[config.mk]
export PLATFORM = sky130hd
export DESIGN_NAME = lfu_cache_table_unit
export DESIGN_NICKNAME = d
export VERILOG_FILES = /design/src/hw/rtl/lfu_pkg.sv /design/src/hw/rtl/lfu_cache_table_unit.sv /design/src/hw/rtl/lfu_victim_sel.sv
export VERILOG_INCLUDE_DIRS = /design/src /design/src/hw/rtl
export SDC_FILE = /design/constraint.sdc
export NUM_CORES = 2
export LEC_CHECK = 0
export ABC_AREA = 1
export BUFFER_PORTS_ARGS = -buffer_cell sky130_fd_sc_hd__buf_2
export CORE_MARGIN = 2
export CORE_UTILIZATION = 58
export DETAILED_ROUTE_END_ITERATION = 10
export PLACE_DENSITY = 0.77
export REMOVE_ABC_BUFFERS = 1
export SKIP_CTS_REPAIR_TIMING = 1
export SLEW_MARGIN = 15
export SYNTH_ARGS = -nofsm -noshare
export SYNTH_HDL_FRONTEND = slang
export SYNTH_SLANG_ARGS = --single-unit
[constraint.sdc]
create_clock -name clk_i -period 11.2 [get_ports clk_i]
set_input_delay 0.56 -clock clk_i [delete_from_list [all_inputs] [get_ports clk_i]]
set_output_delay 0.56 -clock clk_i [all_outputs]
set_load 0.02 [all_outputs]
[src/hw/rtl/lfu_cache_table_unit_assert.svh]
// Assertion macros for the LFU cache table unit.
`ifndef LFU_CACHE_TABLE_UNIT_ASSERT_SVH
`define LFU_CACHE_TABLE_UNIT_ASSERT_SVH

// Same-cycle implication, checked out of reset.
`define LFU_ASSERT_NOW(label, ante, cons) \
  label: assert property (@(posedge clk_i) disable iff (!rst_ni) (ante) |-> (cons)) \
    else $error("lfu_cache_table_unit: assertion failed");

// Next-cycle implication, checked out of reset.
`define LFU_ASSERT_NEXT(label, ante, cons) \
  label: assert property (@(posedge clk_i) disable iff (!rst_ni) (ante) |=> (cons)) \
    else $error("lfu_cache_table_unit: assertion failed");

`endif

[src/hw/rtl/lfu_pkg.sv]
// Shared types and constants of the LFU cache table unit.
`default_nettype none

package lfu_pkg;

  localparam int NUM_ENTRIES = 16;
  localparam int IDX_W       = $clog2(NUM_ENTRIES);
  localparam int AGE_W       = IDX_W;
  localparam int COUNT_W     = 16;
  localparam int KEY_W       = 32;
  localparam int DATA_W      = 32;
  localparam int CAP_W       = 5;

  typedef logic [IDX_W-1:0]   idx_t;
  typedef logic [AGE_W-1:0]   age_t;
  typedef logic [COUNT_W-1:0] count_t;
  typedef logic [KEY_W-1:0]   key_t;
  typedef logic [DATA_W-1:0]  data_t;
  typedef logic [CAP_W-1:0]   cap_t;

  localparam count_t COUNT_MAX   = '1;
  localparam count_t COUNT_ONE   = count_t'(1);
  localparam cap_t   CAP_RESET   = cap_t'(NUM_ENTRIES);
  localparam cap_t   CAP_ENTRIES = cap_t'(NUM_ENTRIES);

  typedef enum logic {
    REQ_GET = 1'b0,
    REQ_PUT = 1'b1
  } req_type_e;

  typedef struct packed {
    idx_t idx;
    age_t age;
  } victim_t;

endpackage

`default_nettype wire

[src/hw/rtl/lfu_cache_table_unit.sv]
// Top level of the LFU cache table unit: request register, table and result register.
//
// A request (get or put with key and value) is offered on start_i with its fields
// and taken at a clock edge where start_i is high and busy_o is low. busy_o stays
// low, so a request can be taken every cycle. A taken request is held in the
// request register; the next edge updates the table and loads the result
// register. res_valid_o is high for exactly one cycle per result, from the result
// register, with hit_o, read_value_o and evicted_o. Each request yields one
// result, in order. Throughput is one request per cycle; the request register
// and the result register lie around one pass of key compare, victim
// comparison tree and table update.
// Capacity is written with cfg_we_i/cfg_wdata_i; the user must write it only while
// no request is in flight, and the block does not enforce this. A value above the
// table size acts as the table size. Reset clears all valid bits, the pending
// request and result, and sets the capacity to the full table. The receiver cannot
// stall: each result must be taken in its cycle.
`default_nettype none
`include "lfu_cache_table_unit_assert.svh"

module lfu_cache_table_unit import lfu_pkg::*; (
  input  logic                clk_i,
  input  logic                rst_ni,
  input  logic                start_i,
  output logic                busy_o,
  input  logic                req_type_i,
  input  logic [KEY_W-1:0]    key_i,
  input  logic [DATA_W-1:0]   value_i,
  input  logic                cfg_we_i,
  input  logic [CAP_W-1:0]    cfg_wdata_i,
  output logic                res_valid_o,
  output logic                hit_o,
  output logic [DATA_W-1:0]   read_value_o,
  output logic                evicted_o
);

  logic      req_valid_q;
  req_type_e req_type_q;
  key_t      req_key_q;
  data_t     req_value_q;
  cap_t      cap_q;

  logic [NUM_ENTRIES-1:0] valid_q, valid_d;
  key_t                   key_q   [NUM_ENTRIES];
  key_t                   key_d   [NUM_ENTRIES];
  data_t                  data_q  [NUM_ENTRIES];
  data_t                  data_d  [NUM_ENTRIES];
  count_t                 count_q [NUM_ENTRIES];
  count_t                 count_d [NUM_ENTRIES];
  age_t                   age_q   [NUM_ENTRIES];
  age_t                   age_d   [NUM_ENTRIES];

  logic  res_valid_q;
  logic  res_hit_q;
  data_t res_value_q;
  logic  res_evicted_q;

  logic [NUM_ENTRIES-1:0] match;
  logic    found_any;
  idx_t    found_idx;
  logic    free_any;
  idx_t    free_idx;
  cap_t    cap_eff;
  cap_t    num_valid;
  logic    req_is_put;
  logic    do_bump;
  logic    do_insert;
  logic    do_evict;
  idx_t    ins_idx;
  age_t    found_age;
  count_t  found_count_inc;
  victim_t victim;

  assign busy_o = 1'b0;

  always_ff @(posedge clk_i or negedge rst_ni) begin
    if (!rst_ni) begin
      req_valid_q <= 1'b0;
      cap_q       <= CAP_RESET;
    end else begin
      req_valid_q <= start_i && !busy_o;
      if (cfg_we_i) begin
        cap_q <= cfg_wdata_i;
      end
    end
  end

  always_ff @(posedge clk_i) begin
    if (start_i && !busy_o) begin
      req_type_q  <= req_type_e'(req_type_i);
      req_key_q   <= key_i;
      req_value_q <= value_i;
    end
  end

  // Lookup
  always_comb begin
    found_any = 1'b0;
    found_idx = '0;
    free_any  = 1'b0;
    free_idx  = '0;
    for (int i = NUM_ENTRIES - 1; i >= 0; i--) begin
      match[i] = valid_q[i] && (key_q[i] == req_key_q);
      if (match[i]) begin
        found_any = 1'b1;
        found_idx = idx_t'(i);
      end
      if (!valid_q[i]) begin
        free_any = 1'b1;
        free_idx = idx_t'(i);
      end
    end
  end

  lfu_victim_sel u_victim_sel (
    .valid_i  (valid_q),
    .count_i  (count_q),
    .age_i    (age_q),
    .victim_o (victim)
  );

  assign num_valid  = cap_t'($countones(valid_q));
  assign cap_eff    = (cap_q > CAP_ENTRIES) ? CAP_ENTRIES : cap_q;
  assign req_is_put = (req_type_q == REQ_PUT);
  assign do_bump    = found_any && (!req_is_put || (cap_eff != '0));
  assign do_insert  = req_is_put && !found_any && (cap_eff != '0);
  assign do_evict   = do_insert && (num_valid >= cap_eff);
  assign ins_idx    = do_evict ? victim.idx : free_idx;
  assign found_age  = age_q[found_idx];
  assign found_count_inc = (count_q[found_idx] == COUNT_MAX) ? COUNT_MAX
                                                             : count_q[found_idx] + 1'b1;

  // Table update
  always_comb begin
    valid_d = valid_q;
    key_d   = key_q;
    data_d  = data_q;
    count_d = count_q;
    age_d   = age_q;
    if (req_valid_q) begin
      for (int i = 0; i < NUM_ENTRIES; i++) begin
        if (do_bump) begin
          if (idx_t'(i) == found_idx) begin
            count_d[i] = found_count_inc;
            age_d[i]   = '0;
            if (req_is_put) begin
              data_d[i] = req_value_q;
            end
          end else if (valid_q[i] && (age_q[i] < found_age)) begin
            age_d[i] = age_q[i] + 1'b1;
          end
        end else if (do_insert) begin
          if (idx_t'(i) == ins_idx) begin
            valid_d[i] = 1'b1;
            key_d[i]   = req_key_q;
            data_d[i]  = req_value_q;
            count_d[i] = COUNT_ONE;
            age_d[i]   = '0;
          end else if (do_evict && (idx_t'(i) == victim.idx)) begin
            valid_d[i] = 1'b0;
          end else if (valid_q[i] && (!do_evict || (age_q[i] < victim.age))) begin
            age_d[i] = age_q[i] + 1'b1;
          end
        end
      end
    end
  end

  always_ff @(posedge clk_i or negedge rst_ni) begin
    if (!rst_ni) begin
      valid_q     <= '0;
      res_valid_q <= 1'b0;
    end else begin
      valid_q     <= valid_d;
      res_valid_q <= req_valid_q;
    end
  end

  always_ff @(posedge clk_i) begin
    key_q   <= key_d;
    data_q  <= data_d;
    count_q <= count_d;
    age_q   <= age_d;
    if (req_valid_q) begin
      res_hit_q     <= found_any;
      res_value_q   <= (!req_is_put && found_any) ? data_q[found_idx] : '0;
      res_evicted_q <= do_evict;
    end
  end

  assign res_valid_o  = res_valid_q;
  assign hit_o        = res_hit_q;
  assign read_value_o = res_value_q;
  assign evicted_o    = res_evicted_q;

  `LFU_ASSERT_NEXT(a_result_follows_request, req_valid_q, res_valid_o)
  `LFU_ASSERT_NOW(a_evict_needs_miss, res_valid_o && evicted_o, !hit_o)
  `LFU_ASSERT_NOW(a_value_needs_hit, res_valid_o && (read_value_o != '0), hit_o)
  `LFU_ASSERT_NOW(a_victim_is_valid, req_valid_q && do_evict, valid_q[victim.idx])

endmodule

`default_nettype wire

[src/hw/rtl/lfu_victim_sel.sv]
// Comparison tree that picks the least frequently used, oldest valid entry.
`default_nettype none

module lfu_victim_sel import lfu_pkg::*; (
  input  logic [NUM_ENTRIES-1:0] valid_i,
  input  count_t                 count_i [NUM_ENTRIES],
  input  age_t                   age_i   [NUM_ENTRIES],
  output victim_t                victim_o
);

  localparam int RANK_W    = 1 + COUNT_W + AGE_W;
  localparam int NUM_NODES = 2 * NUM_ENTRIES - 1;

  typedef struct packed {
    logic [RANK_W-1:0] rank;
    idx_t              idx;
  } node_t;

  node_t node [NUM_NODES];

  // Lower rank wins: valid first, then lower count, then older entry.
  // Hold free entries at the top rank so their stale fields never reach the compare.
  for (genvar i = 0; i < NUM_ENTRIES; i++) begin : g_leaf
    assign node[NUM_ENTRIES-1+i].rank = valid_i[i] ? {1'b0, count_i[i], ~age_i[i]} : '1;
    assign node[NUM_ENTRIES-1+i].idx  = idx_t'(i);
  end

  // Left child covers lower indices; keep it on a tie.
  for (genvar j = 0; j < NUM_ENTRIES - 1; j++) begin : g_node
    assign node[j] = (node[2*j+2].rank < node[2*j+1].rank) ? node[2*j+2] : node[2*j+1];
  end

  assign victim_o.idx = node[0].idx;
  assign victim_o.age = ~node[0].rank[AGE_W-1:0];

endmodule

`default_nettype wire

==> impl_metrics.tcl <==
set metrics [dict create \
    cts_max_level 4 \
    place_hpwl_um 151700 \
    cts_root_buf "clkbuf_16" \
    cts_tree "built" \
    coreArea_sq_um 129000 \
    min_path_cells 3 \
    worst_r2r_path_depth 47 \
    syn_area_per_cell_sq_um 10.48 \
    cpMaxStageDelayCell "clkinvlp_2" \
    port-buffer-count 108 \
    final.setup.worst_slack_ps 639.1 \
    worstSetupPathType "reg2reg" \
    max_freq_ghz 0.09469 \
    worstPathRequired_ps 11660 \
    fin_util 0.6533 \
    cp.depth 47 \
    routed_wl_um 240000 \
    antenna_found_initial 4 \
    finClkSkew_ps 43.77 \
    drc 0 \
    drtIter0Drc 9032 \
    firstDrtPassIters 9 \
    met2WireLength_um 108000 \
    netlist_area_sq_um 75070 \
    cp_max_fo 35 \
    period_needed_ps 10560 \
    top_layer_used "met4" \
    antenna_left 0 \
    via_count 58480 \
    cp_num_buf_inv 9 \
    cts_buffer_depth 3 \
    synthFlopType "edfxtp_1" \
    routed_wire_length_per_instance_um 25.89 \
    routabilityCongestion 0.9997 \
    die_area_sq_um 132300 \
    critPathTopFamily "simple AND/OR/NAND/NOR gates" \
    start_util 0.5820 \
    period_share 0.9429 \
    finalSetupViolCount 0 \
    grt_start_max_net_pins 96 \
    fin_nets 7919 \
    synth-seq-cells 1466 \
    drive_above_1_share 0.1128 \
    dpl_cell_area_sq_um 78610 \
    grtUsageTotal 0.3566 \
    fin_area_sq_um 84260 \
    fillers 9494 \
    critPathMaxStageDelay_ps 600 \
    die_h_um 363.8 \
    synth_edf_count 1443 \
    area_growth_pct 12.25 \
    pre_cts_slack_ps 169.5 \
    async_flop_share 0.01569 \
    overflow 0 \
    slew_headroom 0.2121 \
    status "completed" \
    cp-end-kind "flip-flop" \
    routed_via_density 6.309 \
    clock_latency_ps 810 \
    ios 110 \
    start_kind "flip-flop" \
    arrival_ps 11020 \
    ys_types 76 \
    seq_area_frac_synth 0.5849 \
    num_rows 132 \
    die_x_um 363.8 \
    min_path_type "in2reg" \
    yosys_warnings 0 \
    slew_violations 0 \
    m1WireLength_um 86630 \
    cts_sinks 1466 \
    cts_inserted_buffers 145 \
    met3RoutedLength_um 29990 \
    clk_transition_reported_paths_ps 60 \
    crit_top_cell "nand2_1" \
    grt_pass1_wl_um 348200 \
    synthCells 7163 \
    hold_viol_final 0 \
    maxCapViolCount 0 \
    grt_pass1_vias 55790 \
    tightest_slew_ps 1181 \
]
[metrics by stage]
step,instances,TNS (ps),hold slack (ps)
2_1_floorplan,6854,0,264.4
3_3_place_gp,8915,0,539.9
3_5_place_dp,8915,0,578.3
4_1_cts,9177,0,-149.5
5_1_grt,9268,-4133,63.22
6_report,9269,0,70.46
[layout make-up]
cell class              count  area (sq um)  share of cell area
repair inverters            5         32.53           0.0003861
flip-flops and latches   1466         43910              0.5211
repair buffers            405          3596             0.04267
inverters                 532          2058             0.02443
clock inverters            89         863.3             0.01025
well taps                1742          2180             0.02587
multi-input cells        4856         27800              0.3299
clock buffers             173          3819             0.04532
diodes                      1         2.502          0.00002970
[state kept, by name, summed over array words and instances (netlist names)]
| signal | cells |
|---|---|
| age_q | 64 |
| cap_q | 5 |
| count_q | 256 |
| data_q | 512 |
| evicted_o | 1 |
| hit_o | 1 |
| key_q | 512 |
| read_value_o | 32 |
| req_is_put | 1 |
| req_key_q | 32 |
| req_valid_q | 1 |
| req_value_q | 32 |
| res_valid_o | 1 |
| valid_q | 16 |
[cell usage in the layout (no fill, tap or decap), drive strengths merged, types with 114 or more instances in the layout]
cell type,count
ha,424
buf,336
clkbuf,173
o21ai,425
edfxtp,1443
inv,523
a31oi,131
o22ai,194
nand2,1736
or2,125
nand3,179
nand4,139
nor2,633
xnor2,114
a21oi,211
a22oi,128
[cells by family (layout without fill, tap and decap cells)]
logic type      after synthesis  after routing  synth area share
buf+inv                     841           1204           0.04812
simple gates               2995           2995            0.1722
other cells                   1              2        0.00004995
fa+ha+maj                   434            434           0.07334
compound gates             1238           1238           0.09937
mux                           3              3         0.0004500
xor+xnor                    185            185           0.02158
flops                      1466           1466            0.5849
[cells in the mapped netlist, types with 13 or more instances]
cell / instances / area share
o2111ai_1: 14 / 0.0016
nand3b_1: 23 / 0.0023
o21ai_1: 41 / 0.0027
buf_4: 35 / 0.0035
nand2_2: 14 / 0.0012
buf_2: 55 / 0.0037
a22oi_1: 128 / 0.013
edfxtp_1: 1443 / 0.58
a22o_1: 30 / 0.0035
inv_2: 47 / 0.0024
inv_1: 475 / 0.024
nor2_2: 15 / 0.0013
a31oi_1: 129 / 0.011
a211oi_1: 53 / 0.0053
xnor2_1: 114 / 0.013
or2_2: 124 / 0.010
nand3_1: 168 / 0.011
clkbuf_1: 174 / 0.0087
o22ai_1: 194 / 0.016
ha_1: 424 / 0.071
nor4_1: 68 / 0.0057
dfrtp_1: 22 / 0.0073
buf_6: 32 / 0.0048
nand4_1: 133 / 0.011
nor2_1: 616 / 0.031
buf_1: 13 / 0.00065
nand2_1: 1718 / 0.086
nor3_1: 56 / 0.0037
a21oi_1: 205 / 0.014
o21ai_0: 382 / 0.025
xor2_1: 71 / 0.0083
[worst reg2reg max path, delay by kind of cell, from the launching register on]
family / cells / cell delay, ps
AO/OA/AOI/OAI: 4 / 1240
adder cells (fa/ha/maj): 4 / 1330
flip-flops: 1 / 340
buffers and inverters: 9 / 2660
AND/OR/NAND/NOR: 30 / 4620
[path summary, 6_finish.rpt]
kind,start,end,slack (ps)
worst max-delay path,valid_q[7],data_q[162],640
worst min-delay path,cfg_wdata_i[4],cap_q[4],70
worst max register to register,valid_q[7],data_q[162],640
worst min register to register,cap_q[0],cap_q[0],580
max in group asynchronous,rst_ni,req_valid_q,10120
min in group asynchronous,rst_ni,valid_q[14],420
[per-layer routing]
layer | vias up | GRT usage
li1 | 25900 | -
met1 | 27630 | 0.4719
met2 | 4066 | 0.5482
met3 | 885 | 0.07305
met4 | 0 | 0.2091
met5 | - | 0
Power is not shown: default switching activity piles up to over one toggle a cycle in this logic, so the estimate is an artifact.
